### src/sv/rfc8_pkg.sv
// Package with the types, codes and CRC function of the record framer.
package rfc8_pkg;

	localparam int CMD_W = 2;
	localparam int BYTE_W = 8;
	localparam int WORD_W = 32;
	localparam int LEN_W = 24;
	localparam int STATUS_W = 2;
	localparam int TRAILER_LEN = 2 + 4 * 4;
	localparam int IDX_W = $clog2(TRAILER_LEN);

	localparam logic [CMD_W-1:0] CMD_BEGIN = 2'd0;
	localparam logic [CMD_W-1:0] CMD_DATA = 2'd1;
	localparam logic [CMD_W-1:0] CMD_END = 2'd2;
	localparam logic [CMD_W-1:0] CMD_UNUSED = 2'd3;

	localparam logic [STATUS_W-1:0] ST_OK = 2'd0;
	localparam logic [STATUS_W-1:0] ST_REJECTED = 2'd1;
	localparam logic [STATUS_W-1:0] ST_DISABLED = 2'd2;

	localparam logic [BYTE_W-1:0] CRC_POLY = 8'h31;
	localparam logic [BYTE_W-1:0] CRC_INIT = 8'hFF;
	localparam logic [BYTE_W-1:0] MARK_LO = 8'h55;
	localparam logic [BYTE_W-1:0] MARK_HI = 8'hAA;
	localparam logic [IDX_W-1:0] IDX_LAST = IDX_W'(TRAILER_LEN - 1);

	typedef struct packed {
		logic [CMD_W-1:0]  cmd;
		logic [BYTE_W-1:0] data_byte;
		logic [WORD_W-1:0] record_type;
		logic [WORD_W-1:0] start_sample;
		logic              write_out;
	} item_t;

	typedef struct packed {
		logic [BYTE_W-1:0]   out_byte;
		logic                byte_valid;
		logic                last;
		logic [STATUS_W-1:0] status;
		logic [WORD_W-1:0]   sample_position;
		logic                flush_request;
	} result_t;

	typedef struct packed {
		logic    load;
		result_t res;
	} out_ctl_t;

	function automatic logic [BYTE_W-1:0] crc8_byte(input logic [BYTE_W-1:0] crc,
			input logic [BYTE_W-1:0] b);
		logic [BYTE_W-1:0] v;
		v = crc ^ b;
		for (int i = 0; i < BYTE_W; i++) begin
			if (v[BYTE_W-1]) begin
				v = {v[BYTE_W-2:0], 1'b0} ^ CRC_POLY;
			end else begin
				v = {v[BYTE_W-2:0], 1'b0};
			end
		end
		return v;
	endfunction

endpackage

### src/sv/rfc8_in_if.sv
// Command channel interface of the record framer.
interface rfc8_in_if;
	logic                        valid;
	logic                        ready;
	logic [rfc8_pkg::CMD_W-1:0]  cmd;
	logic [rfc8_pkg::BYTE_W-1:0] data_byte;
	logic [rfc8_pkg::WORD_W-1:0] record_type;
	logic [rfc8_pkg::WORD_W-1:0] start_sample;
	logic                        write_out;

	modport source (output valid, cmd, data_byte, record_type, start_sample, write_out,
		input ready);
	modport sink (input valid, cmd, data_byte, record_type, start_sample, write_out,
		output ready);
endinterface

### src/sv/rfc8_out_if.sv
// Record stream channel interface of the record framer.
interface rfc8_out_if;
	logic                          valid;
	logic                          ready;
	logic [rfc8_pkg::BYTE_W-1:0]   out_byte;
	logic                          byte_valid;
	logic                          last;
	logic [rfc8_pkg::STATUS_W-1:0] status;
	logic [rfc8_pkg::WORD_W-1:0]   sample_position;
	logic                          flush_request;

	modport source (output valid, out_byte, byte_valid, last, status, sample_position,
		flush_request, input ready);
	modport sink (input valid, out_byte, byte_valid, last, status, sample_position,
		flush_request, output ready);
endinterface

### src/sv/rfc8_in_reg.sv
// Input register stage holding the command under work.
module rfc8_in_reg (
	input  logic           clk,
	input  logic           arst_n,
	input  logic           in_valid,
	output logic           in_ready,
	input  rfc8_pkg::item_t in_item,
	input  logic           consume,
	output logic           valid_s1,
	output rfc8_pkg::item_t item_s1
);
	import rfc8_pkg::*;

	assign in_ready = !valid_s1 || consume;

	always_ff @(posedge clk or negedge arst_n) begin
		if (!arst_n) begin
			valid_s1 <= 1'b0;
		end else if (in_ready) begin
			valid_s1 <= in_valid;
		end
	end

	always_ff @(posedge clk) begin
		if (in_ready && in_valid) begin
			item_s1 <= in_item;
		end
	end
endmodule

### src/sv/rfc8_framer.sv
// Record state, CRC update and trailer byte selection.
module rfc8_framer (
	input  logic             clk,
	input  logic             arst_n,
	input  logic             enabled,
	input  logic             valid_s1,
	input  rfc8_pkg::item_t  item_s1,
	input  logic             can_load,
	output logic             consume,
	output rfc8_pkg::out_ctl_t out_ctl
);
	import rfc8_pkg::*;

	logic              open_q;
	logic [WORD_W-1:0] type_q;
	logic [LEN_W-1:0]  len_q;
	logic [BYTE_W-1:0] crc_q;
	logic [WORD_W-1:0] count_q;
	logic [WORD_W-1:0] sample_q;
	logic [IDX_W-1:0]  idx_q;

	logic [WORD_W-1:0] start_pos;
	logic [WORD_W-1:0] crc_len;
	logic [BYTE_W-1:0] tbyte [TRAILER_LEN];
	logic              emit;
	logic              done;
	logic              fire;
	logic              is_last_trailer;
	result_t           res;

	assign start_pos = sample_q - {{(WORD_W-LEN_W){1'b0}}, len_q};
	assign crc_len = {crc_q, len_q};

	always_comb begin
		for (int i = 0; i < 4; i++) begin
			tbyte[i]      = type_q[i*BYTE_W +: BYTE_W];
			tbyte[4 + i]  = crc_len[i*BYTE_W +: BYTE_W];
			tbyte[8 + i]  = count_q[i*BYTE_W +: BYTE_W];
			tbyte[12 + i] = start_pos[i*BYTE_W +: BYTE_W];
		end
		tbyte[16] = MARK_LO;
		tbyte[17] = MARK_HI;
	end

	assign is_last_trailer = (idx_q == IDX_LAST);

	always_comb begin
		res = '0;
		res.last = 1'b1;
		emit = 1'b1;
		done = 1'b1;
		if (!enabled) begin
			res.status = ST_DISABLED;
		end else begin
			case (item_s1.cmd)
				CMD_BEGIN: begin
					res.status = open_q ? ST_REJECTED : ST_OK;
				end
				CMD_DATA: begin
					res.out_byte = item_s1.data_byte;
					res.byte_valid = 1'b1;
				end
				CMD_END: begin
					res.out_byte = tbyte[idx_q];
					res.byte_valid = 1'b1;
					res.last = is_last_trailer;
					res.sample_position = sample_q;
					res.flush_request = is_last_trailer && item_s1.write_out;
					done = is_last_trailer;
				end
				default: begin
					emit = 1'b0;
				end
			endcase
		end
	end

	assign fire = valid_s1 && (can_load || !emit);
	assign consume = fire && done;
	assign out_ctl.load = fire && emit;
	assign out_ctl.res = res;

	always_ff @(posedge clk or negedge arst_n) begin
		if (!arst_n) begin
			open_q   <= 1'b0;
			type_q   <= '0;
			len_q    <= '0;
			crc_q    <= '0;
			count_q  <= '0;
			sample_q <= '0;
			idx_q    <= '0;
		end else if (fire && enabled) begin
			case (item_s1.cmd)
				CMD_BEGIN: begin
					if (!open_q) begin
						open_q   <= 1'b1;
						type_q   <= item_s1.record_type;
						len_q    <= '0;
						crc_q    <= CRC_INIT;
						sample_q <= item_s1.start_sample;
					end
				end
				CMD_DATA: begin
					len_q    <= len_q + 1'b1;
					crc_q    <= crc8_byte(crc_q, item_s1.data_byte);
					sample_q <= sample_q + 1'b1;
				end
				CMD_END: begin
					if (is_last_trailer) begin
						idx_q   <= '0;
						count_q <= count_q + 1'b1;
						open_q  <= 1'b0;
					end else begin
						idx_q <= idx_q + 1'b1;
					end
				end
				default: begin
				end
			endcase
		end
	end
endmodule

### src/sv/rfc8_out_reg.sv
// Output register stage driving the record stream channel.
module rfc8_out_reg (
	input  logic               clk,
	input  logic               arst_n,
	input  rfc8_pkg::out_ctl_t out_ctl,
	output logic               can_load,
	output logic               out_valid,
	input  logic               out_ready,
	output rfc8_pkg::result_t  out_res
);
	import rfc8_pkg::*;

	assign can_load = !out_valid || out_ready;

	always_ff @(posedge clk or negedge arst_n) begin
		if (!arst_n) begin
			out_valid <= 1'b0;
		end else if (can_load) begin
			out_valid <= out_ctl.load;
		end
	end

	always_ff @(posedge clk) begin
		if (can_load && out_ctl.load) begin
			out_res <= out_ctl.res;
		end
	end
endmodule

### src/sv/record_framer_crc8_unit.sv
// Top level of the record framer with CRC-8 trailer.
// Commands arrive on in_ch: begin opens a record, a data byte passes through
// and extends the record, end emits an 18-byte trailer with the record CRC.
// Each result leaves on out_ch as one transfer; the final one carries last.
// The enable register is written through cfg_we and cfg_data; write it only
// while idle, which the block does not enforce. Commands pass the input and
// output registers. Begin and data commands can follow one every cycle unless
// the receiver stalls. While enabled, an end command holds the input register
// as the framer steps its trailer byte index; the command channel is not
// ready meanwhile. While enabled, the unused command code gives no result.
// When the receiver stalls, the output register holds its result and the
// command under work waits; a new command is still taken while the held
// result is waiting, as long as the command under work can leave.
// Reset clears the record state and counters and sets writing enabled.
module record_framer_crc8_unit (
	input  logic  clk,
	input  logic  arst_n,
	input  logic  cfg_we,
	input  logic  cfg_data,
	rfc8_in_if.sink   in_ch,
	rfc8_out_if.source out_ch
);
	import rfc8_pkg::*;

	logic     enabled_q;
	item_t    in_item;
	item_t    item_s1;
	logic     valid_s1;
	logic     consume;
	logic     can_load;
	out_ctl_t out_ctl;
	result_t  out_res;

	always_ff @(posedge clk or negedge arst_n) begin
		if (!arst_n) begin
			enabled_q <= 1'b1;
		end else if (cfg_we) begin
			enabled_q <= cfg_data;
		end
	end

	assign in_item.cmd          = in_ch.cmd;
	assign in_item.data_byte    = in_ch.data_byte;
	assign in_item.record_type  = in_ch.record_type;
	assign in_item.start_sample = in_ch.start_sample;
	assign in_item.write_out    = in_ch.write_out;

	rfc8_in_reg u_in_reg (
		.clk      (clk),
		.arst_n   (arst_n),
		.in_valid (in_ch.valid),
		.in_ready (in_ch.ready),
		.in_item  (in_item),
		.consume  (consume),
		.valid_s1 (valid_s1),
		.item_s1  (item_s1)
	);

	rfc8_framer u_framer (
		.clk      (clk),
		.arst_n   (arst_n),
		.enabled  (enabled_q),
		.valid_s1 (valid_s1),
		.item_s1  (item_s1),
		.can_load (can_load),
		.consume  (consume),
		.out_ctl  (out_ctl)
	);

	rfc8_out_reg u_out_reg (
		.clk       (clk),
		.arst_n    (arst_n),
		.out_ctl   (out_ctl),
		.can_load  (can_load),
		.out_valid (out_ch.valid),
		.out_ready (out_ch.ready),
		.out_res   (out_res)
	);

	assign out_ch.out_byte        = out_res.out_byte;
	assign out_ch.byte_valid      = out_res.byte_valid;
	assign out_ch.last            = out_res.last;
	assign out_ch.status          = out_res.status;
	assign out_ch.sample_position = out_res.sample_position;
	assign out_ch.flush_request   = out_res.flush_request;
endmodule

### src/flat_wrapper.sv
// flat-port wrapper written by rule: the top's interface ports become plain ports
module record_framer_crc8_unit_flat import rfc8_pkg::*;
  (clk, arst_n, cfg_we, cfg_data, in_ch_valid, in_ch_cmd, in_ch_data_byte, in_ch_record_type, in_ch_start_sample, in_ch_write_out, in_ch_ready, out_ch_valid, out_ch_out_byte, out_ch_byte_valid, out_ch_last, out_ch_status, out_ch_sample_position, out_ch_flush_request, out_ch_ready);
  rfc8_in_if in_ch_i ();
  rfc8_out_if out_ch_i ();
  input  logic clk;
  input  logic arst_n;
  input  logic cfg_we;
  input  logic cfg_data;
  input wire logic [$bits(in_ch_i.valid)-1:0] in_ch_valid;
  input wire logic [$bits(in_ch_i.cmd)-1:0] in_ch_cmd;
  input wire logic [$bits(in_ch_i.data_byte)-1:0] in_ch_data_byte;
  input wire logic [$bits(in_ch_i.record_type)-1:0] in_ch_record_type;
  input wire logic [$bits(in_ch_i.start_sample)-1:0] in_ch_start_sample;
  input wire logic [$bits(in_ch_i.write_out)-1:0] in_ch_write_out;
  output wire logic [$bits(in_ch_i.ready)-1:0] in_ch_ready;
  output wire logic [$bits(out_ch_i.valid)-1:0] out_ch_valid;
  output wire logic [$bits(out_ch_i.out_byte)-1:0] out_ch_out_byte;
  output wire logic [$bits(out_ch_i.byte_valid)-1:0] out_ch_byte_valid;
  output wire logic [$bits(out_ch_i.last)-1:0] out_ch_last;
  output wire logic [$bits(out_ch_i.status)-1:0] out_ch_status;
  output wire logic [$bits(out_ch_i.sample_position)-1:0] out_ch_sample_position;
  output wire logic [$bits(out_ch_i.flush_request)-1:0] out_ch_flush_request;
  input wire logic [$bits(out_ch_i.ready)-1:0] out_ch_ready;
  assign in_ch_i.valid = in_ch_valid;
  assign in_ch_i.cmd = in_ch_cmd;
  assign in_ch_i.data_byte = in_ch_data_byte;
  assign in_ch_i.record_type = in_ch_record_type;
  assign in_ch_i.start_sample = in_ch_start_sample;
  assign in_ch_i.write_out = in_ch_write_out;
  assign in_ch_ready = in_ch_i.ready;
  assign out_ch_valid = out_ch_i.valid;
  assign out_ch_out_byte = out_ch_i.out_byte;
  assign out_ch_byte_valid = out_ch_i.byte_valid;
  assign out_ch_last = out_ch_i.last;
  assign out_ch_status = out_ch_i.status;
  assign out_ch_sample_position = out_ch_i.sample_position;
  assign out_ch_flush_request = out_ch_i.flush_request;
  assign out_ch_i.ready = out_ch_ready;
  record_framer_crc8_unit u_core (.clk(clk), .arst_n(arst_n), .cfg_we(cfg_we), .cfg_data(cfg_data), .in_ch(in_ch_i), .out_ch(out_ch_i));
endmodule
### config.mk
export PLATFORM = sky130hd
export DESIGN_NAME = record_framer_crc8_unit_flat
export DESIGN_NICKNAME = d
export VERILOG_FILES = /design/src/sv/rfc8_pkg.sv /design/src/sv/rfc8_in_if.sv /design/src/sv/rfc8_out_if.sv /design/src/sv/rfc8_in_reg.sv /design/src/sv/rfc8_framer.sv /design/src/sv/rfc8_out_reg.sv /design/src/sv/record_framer_crc8_unit.sv /design/src/flat_wrapper.sv
export SDC_FILE = /design/constraint.sdc
export NUM_CORES = 1
export LEC_CHECK = 0
export BUFFER_PORTS_ARGS = -buffer_cell sky130_fd_sc_hd__buf_4
export CORE_ASPECT_RATIO = 0.6
export CORE_MARGIN = 5
export CORE_UTILIZATION = 60
export DETAILED_ROUTE_END_ITERATION = 6
export PLACE_DENSITY = 0.81
export SYNTH_ARGS = -nofsm -noshare
export SYNTH_HDL_FRONTEND = slang
export SYNTH_SLANG_ARGS = --single-unit
### constraint.sdc
create_clock -name clk -period 6.6 [get_ports clk]
set_clock_uncertainty 0.1 [all_clocks]
set_input_delay 1.32 -clock clk [delete_from_list [all_inputs] [get_ports clk]]
set_output_delay 1.32 -clock clk [all_outputs]
set_load 0.02 [all_outputs]
Word-level counts from Yosys, hierarchy flattened
Index checks and enable logic that the tools add are counted.
{ "totals": {"regBits": 257, "inputBits": 81, "output_inout_bits": 47, "wordCells": 108} }
{ "classes": {"n_addsub": 5, "n_lt_le_gt_ge": 1, "n_eq_ne": 5, "muxes": 40, "n_bitwise": 11, "n_reduce_logical": 24} }
{ "op_table": {"columns": ["operator", "n"], "rows": [
  ["8-bit 2-to-1 mux", 17],
  ["32-bit by 1-bit adder with 32-bit output, second input constant", 2],
  ["32-bit one-hot mux with 2 select lines", 1],
  ["6-bit 2-to-1 mux", 8],
  ["24-bit one-hot mux with 2 select lines", 1],
  ["8-bit binary-select mux with 5-bit select", 1],
  ["32-bit 2-to-1 mux", 1],
  ["32-bit by 24-bit subtractor with 32-bit output", 1],
  ["24-bit by 1-bit adder with 24-bit output, second input constant", 1],
  ["24-bit 2-to-1 mux", 1],
  ["3-bit NOT", 8],
  ["9-bit one-hot mux with 2 select lines", 1],
  ["8-bit one-hot mux with 2 select lines", 1],
  ["3-bit AND reduction", 4],
  ["8-bit bitwise XOR", 1],
  ["1-bit logical AND", 7],
  ["6-bit >= comparator, second input constant", 1],
  ["1-bit 2-to-1 mux", 6],
  ["5-bit NOT with 6-bit output", 1],
  ["2-bit AND reduction", 3],
  ["5-bit by 1-bit adder with 5-bit output, second input constant", 1],
  ["5-bit == test, second input constant", 1],
  ["5-bit 2-to-1 mux", 1],
  ["2-bit != test, second input constant", 2],
  ["other kinds (9)", 14]
]} }

Longest topological paths before layout
Gate-level depths: netlist of run 1.
{ "depth": {"word_depth": 36, "mapped_depth": 12, "depth_no_buf": 11} }

Modules after synthesis
A second synthesis of run 1 with hierarchy kept.
{ "unflattened": {"cells_unflattened": 1204, "area_unflattened_um2": 13425.4} }
{ "modules_own_cells": {"columns": ["module", "n_inst", "cells_each", "area_per_inst_um2", "seq_area_each_um2"], "rows": [
  ["rfc8_framer", 1, 1074, 9673.0, 3353.2],
  ["rfc8_in_reg", 1, 79, 2306.0, 2277.2],
  ["rfc8_out_reg", 1, 49, 1405.1, 1376.3],
  ["record_framer_crc8_unit", 1, 2, 41.3, 26.3]
]} }

Least setup slack after synthesis of run 1
No wires, ideal clock.
{ "synth_timing": {"path_kind": "in2reg", "startpoint": "input out_ch_ready", "endpoint": "register u_core.u_in_reg.item_s1[0] (netlist name)", "setup_ns": 0.441, "arrival_ns": 3.939, "required_time_ns": 6.059, "path_slack_ns": 2.120, "cell_stages": 4, "path_buffers": 0, "cell_sequence": "nand2b_1 a21oi_1 o21ai_0 and2_1"} }
{ "synth_between": {"elab_chain_len": 6} }
{ "synth_rtl": {"columns": ["element", "line", "rtl"], "rows": [
  ["start, declared", "flat_wrapper.sv:24", "input wire logic [$bits(out_ch_i.ready)-1:0] out_ch_ready;"],
  ["1-bit logical OR", "rfc8_out_reg.sv:13", "assign can_load = !out_valid || out_ready;"],
  ["1-bit logical OR", "rfc8_framer.sv:78", "assign fire = valid_s1 && (can_load || !emit);"],
  ["1-bit logical AND", "rfc8_framer.sv:78", null],
  ["1-bit logical AND", "rfc8_framer.sv:79", "assign consume = fire && done;"],
  ["1-bit logical OR", "rfc8_in_reg.sv:14", "assign in_ready = !valid_s1 || consume;"],
  ["named net in_ch_ready", "flat_wrapper.sv:16", "output wire logic [$bits(in_ch_i.ready)-1:0] in_ch_ready;"],
  ["1-bit logical AND", "rfc8_in_reg.sv:25", "if (in_ready && in_valid) begin"]
]} }
The timed path passes the listed nets, and every way through them passes these cells.
A chain may end at the register's enable or synchronous reset.

Worst setup path in the final report of run 1
{ "layout_timing": {"startpoint": "register u_core.u_in_reg.item_s1[73] (netlist name)", "endpoint": "output in_ch_ready"} }
{ "layout_between": {"elab_chain_len": 9, "elab_cells_between_ends": 13, "classes_between": "2 x eq/ne; 4 x mux; 7 x reduce/logical"} }
{ "layout_rtl": {"columns": ["element", "line", "rtl"], "rows": [
  ["2-bit == test (tied with other cells)", "rfc8_framer.sv:55", "case (item_s1.cmd)"],
  ["3-bit OR reduction (no line)", null, null],
  ["1-bit 2-to-1 mux", "rfc8_framer.sv:55", null],
  ["1-bit 2-to-1 mux", "rfc8_framer.sv:52", "if (!enabled) begin"],
  ["1-bit logical NOT", "rfc8_framer.sv:78", null],
  ["1-bit logical OR", "rfc8_framer.sv:78", null],
  ["1-bit logical AND", "rfc8_framer.sv:78", null],
  ["1-bit logical AND *", "rfc8_framer.sv:79", null],
  ["1-bit logical OR *", "rfc8_in_reg.sv:14", null],
  ["end, declared", "flat_wrapper.sv:16", null]
]} }
Every way passes the cells marked *; elsewhere a longest branch is shown, timed or not.

==> results of run 1 <==
-- path summary, 6_finish.rpt --
| path | startpoint | endpoint | cells after the start |
|---|---|---|---|
| max | u_core.u_in_reg.item_s1[73]$_DFFE_PP_ | in_ch_ready | 6 |
| min | u_core.u_in_reg.item_s1[46]$_DFFE_PP_ | u_core.u_framer.type_q[13]$_DFFE_PN0P_ | 1 |
| max reg2reg | u_core.u_in_reg.item_s1[73]$_DFFE_PP_ | u_core.u_framer.count_q[31]$_DFFE_PN0P_ | 10 |
| min reg2reg | u_core.u_in_reg.item_s1[46]$_DFFE_PP_ | u_core.u_framer.type_q[13]$_DFFE_PN0P_ | 1 |
| max in group asynchronous | arst_n | u_core.u_framer.type_q[20]$_DFFE_PN0P_ | 2 |
| min in group asynchronous | arst_n | u_core.u_framer.count_q[4]$_DFFE_PN0P_ | 1 |
-- Yosys cell counts (9+ instances only) --
cell type	instances	area (um2)
nor2_1	83	311.6
xor2_1	24	210.2
and2_1	11	68.82
o22ai_1	25	156.4
o21ai_0	50	250.2
nand3_1	59	295.3
o21a_1	9	67.56
nor2b_1	9	56.30
dfrtp_1	136	3403
ha_1	35	437.9
xnor2_1	60	525.5
mux4_2	24	540.5
nand4_1	14	87.58
a31oi_1	11	68.82
inv_1	40	150.1
clkbuf_1	37	138.9
mux2_2	36	405.4
nor3_1	23	115.1
o211ai_1	10	75.07
and3_1	61	381.6
edfxtp_1	120	3603
buf_2	14	70.07
a21oi_1	75	375.4
nand2_1	94	352.8
mux2i_1	23	230.2
-- sequential cells by signal (all words and copies together), names as in the netlist, 5 cells and up --
signal,count
u_core.u_out_reg.out_res,45
u_core.u_in_reg.item_s1,75
u_core.u_framer.idx_q,5
u_core.u_framer.type_q,32
u_core.u_framer.len_q,24
u_core.u_framer.count_q,32
u_core.u_framer.crc_q,8
u_core.u_framer.sample_q,32
-- logic make-up (layout without fill, tap and decap cells) --
kind of cell	after synthesis	after routing
muxes	83	83
and+or+nand+nor	408	408
buffers and inverters	103	219
xor gates and xnor gates	84	84
adders and majority gates	36	36
AOI/OAI and AO/OA	260	260
DFF	257	257
-- layout make-up --
type	instances	area share, %
Clock buffer	35	4.522
Clock inverter	8	0.4103
Inverter	41	0.9896
Multi-Input combinational cell	871	39.83
Sequential cell	257	45.23
Tap cell	308	2.478
Timing Repair Buffer	135	6.541
-- worst reg2reg max path, delay by kind of cell (launching register included) --
family	cells	cell delay, ns
buf+inv	1	0.11
flops	1	0.43
simple gates	7	1.97
fa+ha+maj	1	0.95
xor+xnor	1	0.18
-- where the power goes --
group	leakage (nW)	switching, mW	internal, mW	total (mW)
Sequential	2.95	0.278	1.91	2.18
Clock	0.376	0.602	0.776	1.38
Combinational	3.19	1.23	0.860	2.09
-- layer usage --
metal,up-vias,share of wire (%),GRT usage [%]
li1,4764,-,-
met3,37,12,6.990
met4,0,0.98,3.228
met2,583,42,38.24
met5,-,0,0
met1,5140,46,44.58
-- through the flow --
| step | total power [mW] | instance area, um2 | util, % | instances |
|---|---|---|---|---|
| after CTS | 5.613 | 15550 | 70.13 | 1655 |
| after global routing | 5.938 | 15550 | 70.13 | 1655 |
| after global placement | 4.187 | 14780 | 66.67 | 1612 |
| after detailed placement | 4.228 | 14780 | 66.67 | 1612 |
| after floorplan | 3.634 | 13640 | - | 1231 |
| final | 5.655 | 15550 | 70.13 | 1655 |
==> impl_metrics.tcl, run 1 <==
set metrics [dict create \
    totalWireLength_um 35820 \
    initial_core_util_pct 61.50 \
    drive_gt1_share_pct 19.38 \
    mostFrequentLayoutCells "dfrtp_1, buf_4, edfxtp_1" \
    path_buf_inv 2 \
    setup_ws_ns 2.327 \
    cap_violations 0 \
    ir_drop_uv 258.0 \
    grt_use_total_pct 27.39 \
    synth_cell_type_count 80 \
    fin_tns_setup_ns 0 \
    finalHoldWorstSlack_ns 0.3783 \
    die_h_um 126.8 \
    core_um2 22180 \
    yosys-mux-area-fraction_pct 8.624 \
    finalCritPeriodShare_pct 64.74 \
    grt_pass1_vias 9917 \
    root_buffer "clkbuf_16" \
    clock_latency_ns 0.54 \
    clk_pin_slew_worst_paths_ns 0.06 \
    synth_top_family_by_area "simple AND/OR/NAND/NOR gates" \
    gp_congestion 0.9909 \
    area_delta_synth_final_pct 14.03 \
    synthSimpleGateAreaFrac_pct 15.46 \
    grt_max_degree 84 \
    synth_enable_flop_cells 120 \
    post-cts-setup-buffers 0 \
    hold_viol_final 0 \
    nNetsFinal 1447 \
    required_ns 5.18 \
    ios 128 \
    layout_commonest_cell "dfrtp_1" \
    rsz0062_at_grt "no" \
    critical_path.max_stage_delay_ns 0.95 \
    slew_headroom_pct 20.23 \
    post_drt_wl_per_cell_um 21.64 \
    cp_data_arrival_time_ns 2.85 \
    nFillCells 1647 \
    num_rows 42 \
    place.detailed.hpwl_um 25630 \
    first_pass_iters 5 \
    vias_per_cell 6.359 \
    synth_area_per_cell_um2 11.08 \
    drt_iter0_drc 1368 \
    cts_resized 0 \
    synthCells 1231 \
    worst_pin_slew_ns 1.197 \
    end_kind "output pin" \
    multi_input_area_um2 6193 \
    dp_slack_ns 2.790 \
    seq_area_frac_synth_pct 51.57 \
    synthFlopType "dfrtp_1" \
    min_period_ns 4.273 \
    antenna_cells 0 \
    path_cells "inv_1 > ha_1 > and2_1 > and2_1 > o21ai_0 > buf_4" \
    hp-class "reg -> reg" \
    async_flop_share_pct 53.31 \
    synthesis.area_um2 13640 \
    cts_inserted_buffers 24 \
    cpMaxStageDelayCell "ha_1" \
    die_area_um2 25940 \
    path_delay_family "adder cells" \
    max_clock_freq_ghz 0.2340 \
    rrSetupSlack_ns 2.77 \
    syn_nets 1348 \
    synth-xor-area-share_pct 5.394 \
    drc 0 \
    grt_overflow 0 \
    criticalPathCategory "reg -> out" \
    grt_pass1_wl_um 56460 \
    regArea_um2 7034 \
    grt_antenna_before_repair 0 \
    status "completed" \
    postCtsHoldBufs 0 \
    tritoncts "yes" \
    ys_seq_elements 257 \
    power_density_nw_per_um2 363.6 \
    vias 10520 \
    htree_levels 1 \
    portBuffers 127 \
    crit_fanout 36 \
    ys_warn_count 0 \
    synth-compound-area-share_pct 12.47 \
    slew_violations 0 \
    crit_path_start_kind "register" \
    finalSetupViolations 0 \
    antenna_left 0 \
    fp.dieW_um 204.6 \
    clockBufferDepth 3 \
    cp_common_cell "and2_1" \
    synth_fa_ha_area_share_pct 3.358 \
    p_leak_nw 6.519 \
    cts_sinks 257 \
]
(Power assumes the default switching activity.)
==> run 2: changes to the inputs <==
clock period = 4.45 ns   (was 6.6 ns; I/O delays follow)
==> run 2 against run 1 <==
Final area up 0.15%. Setup slack worse by 1.4 ns. Wire length down 0.35%. Cell count about the same. Via count down 0.43%. Die area unchanged. Utilization up 0.11 points. Global-route usage about the same. Count of clock-buffer cells in the layout down 3. Non-clock buffer count up 3. Highest routed layer unchanged.
==> impl_metrics.tcl, run 2 (same netlist as run 1, synthesis figures left out) <==
set metrics [dict create \
    required_ns 3.46 \
    grt_pass1_vias 9902 \
    p_seq_share_pct 39.2 \
    num_rows 42 \
    top_register "u_core.u_in_reg.item_s1" \
    vias_per_cell 6.328 \
    cp_data_arrival_time_ns 2.52 \
    path_depth 5 \
    criticalPathCategory "reg -> out" \
    fin_cells 1656 \
    p_sw_mw 3.124 \
    slew_violations 0 \
    rr_worst_depth 7 \
    antenna_cells 0 \
    fin_tns_setup_ns 0 \
    post_drt_wl_per_cell_um 21.55 \
    hold_viol_final 0 \
    cpMaxStageDelayCell "dfrtp_1" \
    postCtsHoldBufs 0 \
    rrSetupSlack_ns 1.01 \
    grt_antenna_before_repair 0 \
    cap_violations 0 \
    min_period_ns 3.509 \
    die_h_um 126.8 \
    hp-class "reg -> reg" \
    place_inst 1615 \
    max_clock_freq_ghz 0.2850 \
    largest_register_ffs 75 \
    p_leak_nw 6.536 \
    clockBufferDepth 3 \
    cts_resized 0 \
    gp_congestion 1.016 \
    grt_max_degree 103 \
    finalCritPeriodShare_pct 78.86 \
    antenna_left 0 \
    path_cells "nor2_1 > nand3_1 > and2_1 > o21ai_0 > buf_4" \
    initial_core_util_pct 61.50 \
    critical_path.max_stage_delay_ns 0.73 \
    place.detailed.hpwl_um 25760 \
    crit_start "u_core.u_framer.idx_q[3]$_DFFE_PN0P_" \
    core_um2 22180 \
    path_delay_family "simple AND/OR/NAND/NOR gates" \
    finalSetupViolations 0 \
    reg_top3 "u_core.u_in_reg.item_s1 (75), u_core.u_out_reg.out_res (45)" \
    cts_sinks 257 \
    combPwrFrac_pct 36.5 \
    ir_drop_uv 331.7 \
    p_sw_share_pct 37.33 \
    nNetsFinal 1449 \
    crit_fanout 23 \
    layout_commonest_cell "buf_4" \
    finalHoldWorstSlack_ns 0.3625 \
    fp.dieW_um 204.6 \
    clk_pin_slew_worst_paths_ns 0.06 \
    totalWireLength_um 35690 \
    first_pass_iters 5 \
    portBuffers 127 \
    reg2reg_from "u_core.enabled_q$_DFFE_PN1P_" \
    end_kind "output pin" \
    grt_use_total_pct 27.36 \
    grt_pass1_wl_um 56040 \
    rsz0062_at_grt "no" \
    root_buffer "clkbuf_16" \
    worst_pin_slew_ns 1.107 \
    htree_levels 1 \
    die_area_um2 25940 \
    rr_endpoint "u_core.u_framer.len_q[23]$_DFFE_PN0P_" \
    vias 10480 \
    critPathCapture "in_ch_ready" \
    tritoncts "yes" \
    cts_inserted_buffers 23 \
    power_density_nw_per_um2 537.4 \
    drt_iter0_drc 1307 \
    p_int_mw 5.246 \
    post-cts-setup-buffers 0 \
    drc 0 \
    ios 128 \
    status "completed" \
    grt_overflow 0 \
    clock_latency_ns 0.53 \
    pwr-share-clk_pct 24.4 \
    crit_path_start_kind "register" \
    slew_headroom_pct 26.18 \
    path_buf_inv 1 \
    area_delta_synth_final_pct 14.20 \
    drive_gt1_share_pct 19.88 \
    mostFrequentLayoutCells "buf_4, dfrtp_1, edfxtp_1" \
]
[run 2: cell count changes in the layout (fill, tap and decap cells not counted)]
cell / previous run / this run
buf_4: 134 / 137
clkbuf_1: 6 / 2
clkbuf_16: 25 / 24
clkbuf_8: 4 / 6
clkinv_1: 5 / 3
clkinv_2: 2 / 3
clkinvlp_4: 0 / 1
inv_6: 0 / 1
[run 2: area by class of cell]
class,count,area (um2)
multi-input cells,871,6193
fillers,1605,6601
well taps,308,385.4
repair buffers,138,1040
inverters,41,153.9
clock inverters,9,77.57
flip-flops and latches,257,7034
clock buffers,32,690.7
[run 2: worst min path at each step]
stage / start / slack [ns] / to / depth (start not counted)
after floorplan: u_core.u_framer.count_q[31]$_DFFE_PN0P_ / 0.34 / u_core.u_framer.count_q[31]$_DFFE_PN0P_ / 1
after global placement: u_core.u_framer.count_q[31]$_DFFE_PN0P_ / 0.35 / u_core.u_framer.count_q[31]$_DFFE_PN0P_ / 1
after detailed placement: u_core.u_framer.count_q[31]$_DFFE_PN0P_ / 0.36 / u_core.u_framer.count_q[31]$_DFFE_PN0P_ / 1
after CTS: u_core.u_framer.count_q[31]$_DFFE_PN0P_ / 0.37 / u_core.u_framer.count_q[31]$_DFFE_PN0P_ / 1
after global routing: u_core.u_framer.count_q[31]$_DFFE_PN0P_ / 0.38 / u_core.u_framer.count_q[31]$_DFFE_PN0P_ / 1
final: u_core.u_framer.count_q[31]$_DFFE_PN0P_ / 0.36 / u_core.u_framer.count_q[31]$_DFFE_PN0P_ / 1
[run 2: power by group through the flow]
stage          Clock, mW  Combinational, mW  Sequential, mW
3_3_place_gp           0               2.94            3.29
2_1_floorplan          0               2.26            3.13
4_1_cts             2.05               2.99            3.26
5_1_grt             2.16               3.30            3.32
6_report            2.04               3.05            3.28
3_5_place_dp           0               2.96            3.30
[run 2: metal layers]
metal,track usage (%),routed length [um]
met1,42.59,16220
met2,38.05,14800
met3,9.286,4128
met4,4.488,540
met5,0,0
[run 2: stage by stage]
| stage | setup WS, ns | cell area, um2 | util (%) | total power, mW |
|---|---|---|---|---|
| CTS | 0.9545 | 15570 | 70.23 | 8.303 |
| global route | 0.7621 | 15570 | 70.23 | 8.783 |
| global placement | 1.185 | 14810 | 66.77 | 6.224 |
| floorplan | 0.1046 | 13640 | - | 5.390 |
| finish | 0.9409 | 15570 | 70.23 | 8.370 |
| detailed placement | 1.110 | 14810 | 66.77 | 6.268 |
==> run 3: changes to the inputs <==
ABC_AREA = 1   (was not set)
PLACE_DENSITY = 0.8   (was 0.81)
clock period = 3.4 ns   (was 4.45 ns; I/O delays follow)
==> run 3 against run 2 <==
Count of clock-buffer cells in the layout rose by 6. Sequential share of layout area fell by 2.6 points. Critical path depth rose by 4. First-iteration DRC count rose by 33%. Wire length rose by 17%. Combinational power rose by 120%. Setup slack got worse by 0.76 ns. Power rose by 64%. Synthesized cell count rose by 44%. Global-route usage rose by 3.2 points.
==> impl_metrics.tcl, run 3 <==
set metrics [dict create \
    die_h_um 129.7 \
    fp.dieW_um 209.5 \
    p_leak_nw 7.708 \
    nNetsFinal 2025 \
    power_density_nw_per_um2 832.3 \
    finalCritPeriodShare_pct 94.78 \
    cts_inserted_buffers 24 \
    drive_gt1_share_pct 12.31 \
    rr_endpoint "u_core.u_out_reg.out_res[43]$_SDFFCE_PN0P_" \
    finalSetupViolations 0 \
    synth.cells.most_frequent "nand2_1, inv_1, nor2_1" \
    rsz0062_at_grt "no" \
    crit_fanout 33 \
    cts_sinks 257 \
    gp_congestion 1.092 \
    end_kind "output pin" \
    max_clock_freq_ghz 0.3103 \
    grtUsageMet1_pct 49.90 \
    grt_pass1_wl_um 65590 \
    grt_max_degree 76 \
    crit_start "u_core.u_in_reg.item_s1[73]$_DFFE_PP_" \
    async_flop_share_pct 53.31 \
    clk_pin_slew_worst_paths_ns 0.07 \
    synth.area.top_cells "edfxtp_1, dfrtp_1, nand2_1" \
    synth_enable_flop_cells 120 \
    slew_violations 0 \
    syn_nets 1893 \
    vias 12990 \
    critPathCapture "in_ch_ready" \
    die_area_um2 27180 \
    crit_path_start_kind "register" \
    criticalPathCategory "reg -> out" \
    clock_latency_ns 0.55 \
    worst_pin_slew_ns 0.6598 \
    antenna_left 0 \
    rr_worst_depth 19 \
    place.detailed.hpwl_um 31430 \
    clockBufferDepth 3 \
    ys_seq_elements 257 \
    post_drt_wl_per_cell_um 18.62 \
    status "completed" \
    ios 128 \
    rrSetupSlack_ns 0.18 \
    min_period_ns 3.223 \
    antenna_cells 0 \
    initial_core_util_pct 61.51 \
    core_um2 23300 \
    vias_per_cell 5.798 \
    ir_drop_uv 473.3 \
    root_buffer "clkbuf_16" \
    htree_levels 1 \
    drc 0 \
    layout_commonest_cell "nand2_1" \
    gr-max-usage-layer "met1" \
    required_ns 2.62 \
    grt_overflow 0 \
    top_register "u_core.u_in_reg.item_s1" \
    largest_register_ffs 75 \
    utilization_pct 70.97 \
    hp-class "in -> reg" \
    yosysMostFrequentCell "nand2_1" \
    post-cts-setup-buffers 0 \
    reg2reg_from "u_core.u_framer.sample_q[0]$_DFFE_PN0P_" \
    grt_use_total_pct 30.59 \
    hold_viol_final 0 \
    tritoncts "yes" \
    seq_area_frac_synth_pct 49.08 \
    synthesis.area_um2 14330 \
    totalWireLength_um 41730 \
    synthFlopType "dfrtp_1" \
    synth_area_per_cell_um2 8.069 \
    reg_top3 "u_core.u_in_reg.item_s1 (75), u_core.u_out_reg.out_res (45)" \
    grt_util_met2_pct 39.04 \
    grt_pass1_vias 11920 \
    slew_headroom_pct 55.61 \
    synthCells 1776 \
    yosysTopAreaCell "edfxtp_1" \
    grt_antenna_before_repair 0 \
    met3_usage_pct 10.74 \
    portBuffers 127 \
    first_pass_iters 6 \
    area_delta_synth_final_pct 15.38 \
    mostFrequentLayoutCells "nand2_1, inv_1, nor2_1" \
    cp_data_arrival_time_ns 2.44 \
    synth_cell_type_count 51 \
    ys_warn_count 0 \
    num_rows 43 \
    yosysTopAreaCellShare_pct 25.15 \
    fin_tns_setup_ns 0 \
    drt_iter0_drc 1738 \
    fin_cells 2241 \
    cap_violations 0 \
    place_inst 2196 \
]
==> run 3: what timing repair did <==
action	4_1_cts	5_1_grt
resized for setup	0	8
endpoints found under the hold margin	27	0
hold buffers	1	0
setup endpoints to repair	0	5
==> run 3: layer usage <==
metal | vias up | wire [um]
met4 | 0 | 707
li1 | 6093 | -
met3 | 69 | 6194
met2 | 819 | 15520
met5 | - | 0
met1 | 6012 | 19320
==> run 3: kinds of logic (layout without fill, tap and decap cells) <==
group,after synthesis,in the layout,share of synthesized area [%]
XOR/XNOR,63,63,3.851
adder cells (fa/ha/maj),36,36,3.196
flip-flops,257,257,49.08
AO/OA/AOI/OAI,317,317,11.94
AND/OR/NAND/NOR,801,801,23.97
buffers and inverters,302,452,7.963
==> run 3: final cells by class <==
| cell class | count | area, um2 |
|---|---|---|
| timing repair buffer | 157 | 1210 |
| clock buffer | 38 | 683.2 |
| clock inverter | 6 | 63.81 |
| inverter | 251 | 945.9 |
| multi-input combinational | 1217 | 6202 |
| tap | 315 | 394.1 |
| sequential | 257 | 7034 |
| fill | 1875 | 6763 |
==> run 3: worst max-delay path, stage by stage, from the launching register on <==
cell and delay, ns:
edfxtp_1 0.44, inv_1 0.12, ha_1 0.28, nand2_2 0.10, buf_4 0.26, inv_1 0.12, nand2_1 0.13, a21oi_4 0.22
inv_1 0.08, buf_4 0.16
==> run 3: how the worst min path moves through the flow <==
stage,start,end,slack (ns),depth (start not counted)
after detailed placement,u_core.u_in_reg.item_s1[36]$_DFFE_PP_,u_core.u_framer.type_q[3]$_DFFE_PN0P_,0.34,2
after CTS,in_ch_start_sample[25],u_core.u_in_reg.item_s1[26]$_DFFE_PP_,0.19,1
after global placement,u_core.u_in_reg.item_s1[62]$_DFFE_PP_,u_core.u_framer.type_q[29]$_DFFE_PN0P_,0.33,2
final,in_ch_start_sample[25],u_core.u_in_reg.item_s1[26]$_DFFE_PP_,0.20,1
after floorplan,arst_n,u_core.u_framer.count_q[0]$_DFFE_PN0P_,0.28,0
after global routing,in_ch_start_sample[25],u_core.u_in_reg.item_s1[26]$_DFFE_PP_,0.19,1
==> run 3: stage by stage <==
stage | hold slack [ns] | cell area (um2) | setup slack (ns) | total power, mW
detailed placement | 0.3381 | 15750 | 0.1888 | 10.83
floorplan | 0.2844 | 14340 | 0.05702 | 8.748
global route | 0.1916 | 16530 | 0.01844 | 14.64
finish | 0.2009 | 16530 | 0.1774 | 13.76
global placement | 0.3324 | 15750 | 0.2096 | 10.73
CTS | 0.1944 | 16510 | 0.02915 | 13.49
==> run 3: power by group <==
group | internal, mW | leakage, nW | switching (mW)
registers | 3.94 | 2.85 | 0.617
logic | 2.10 | 4.50 | 4.46
clock network | 1.46 | 0.362 | 1.18
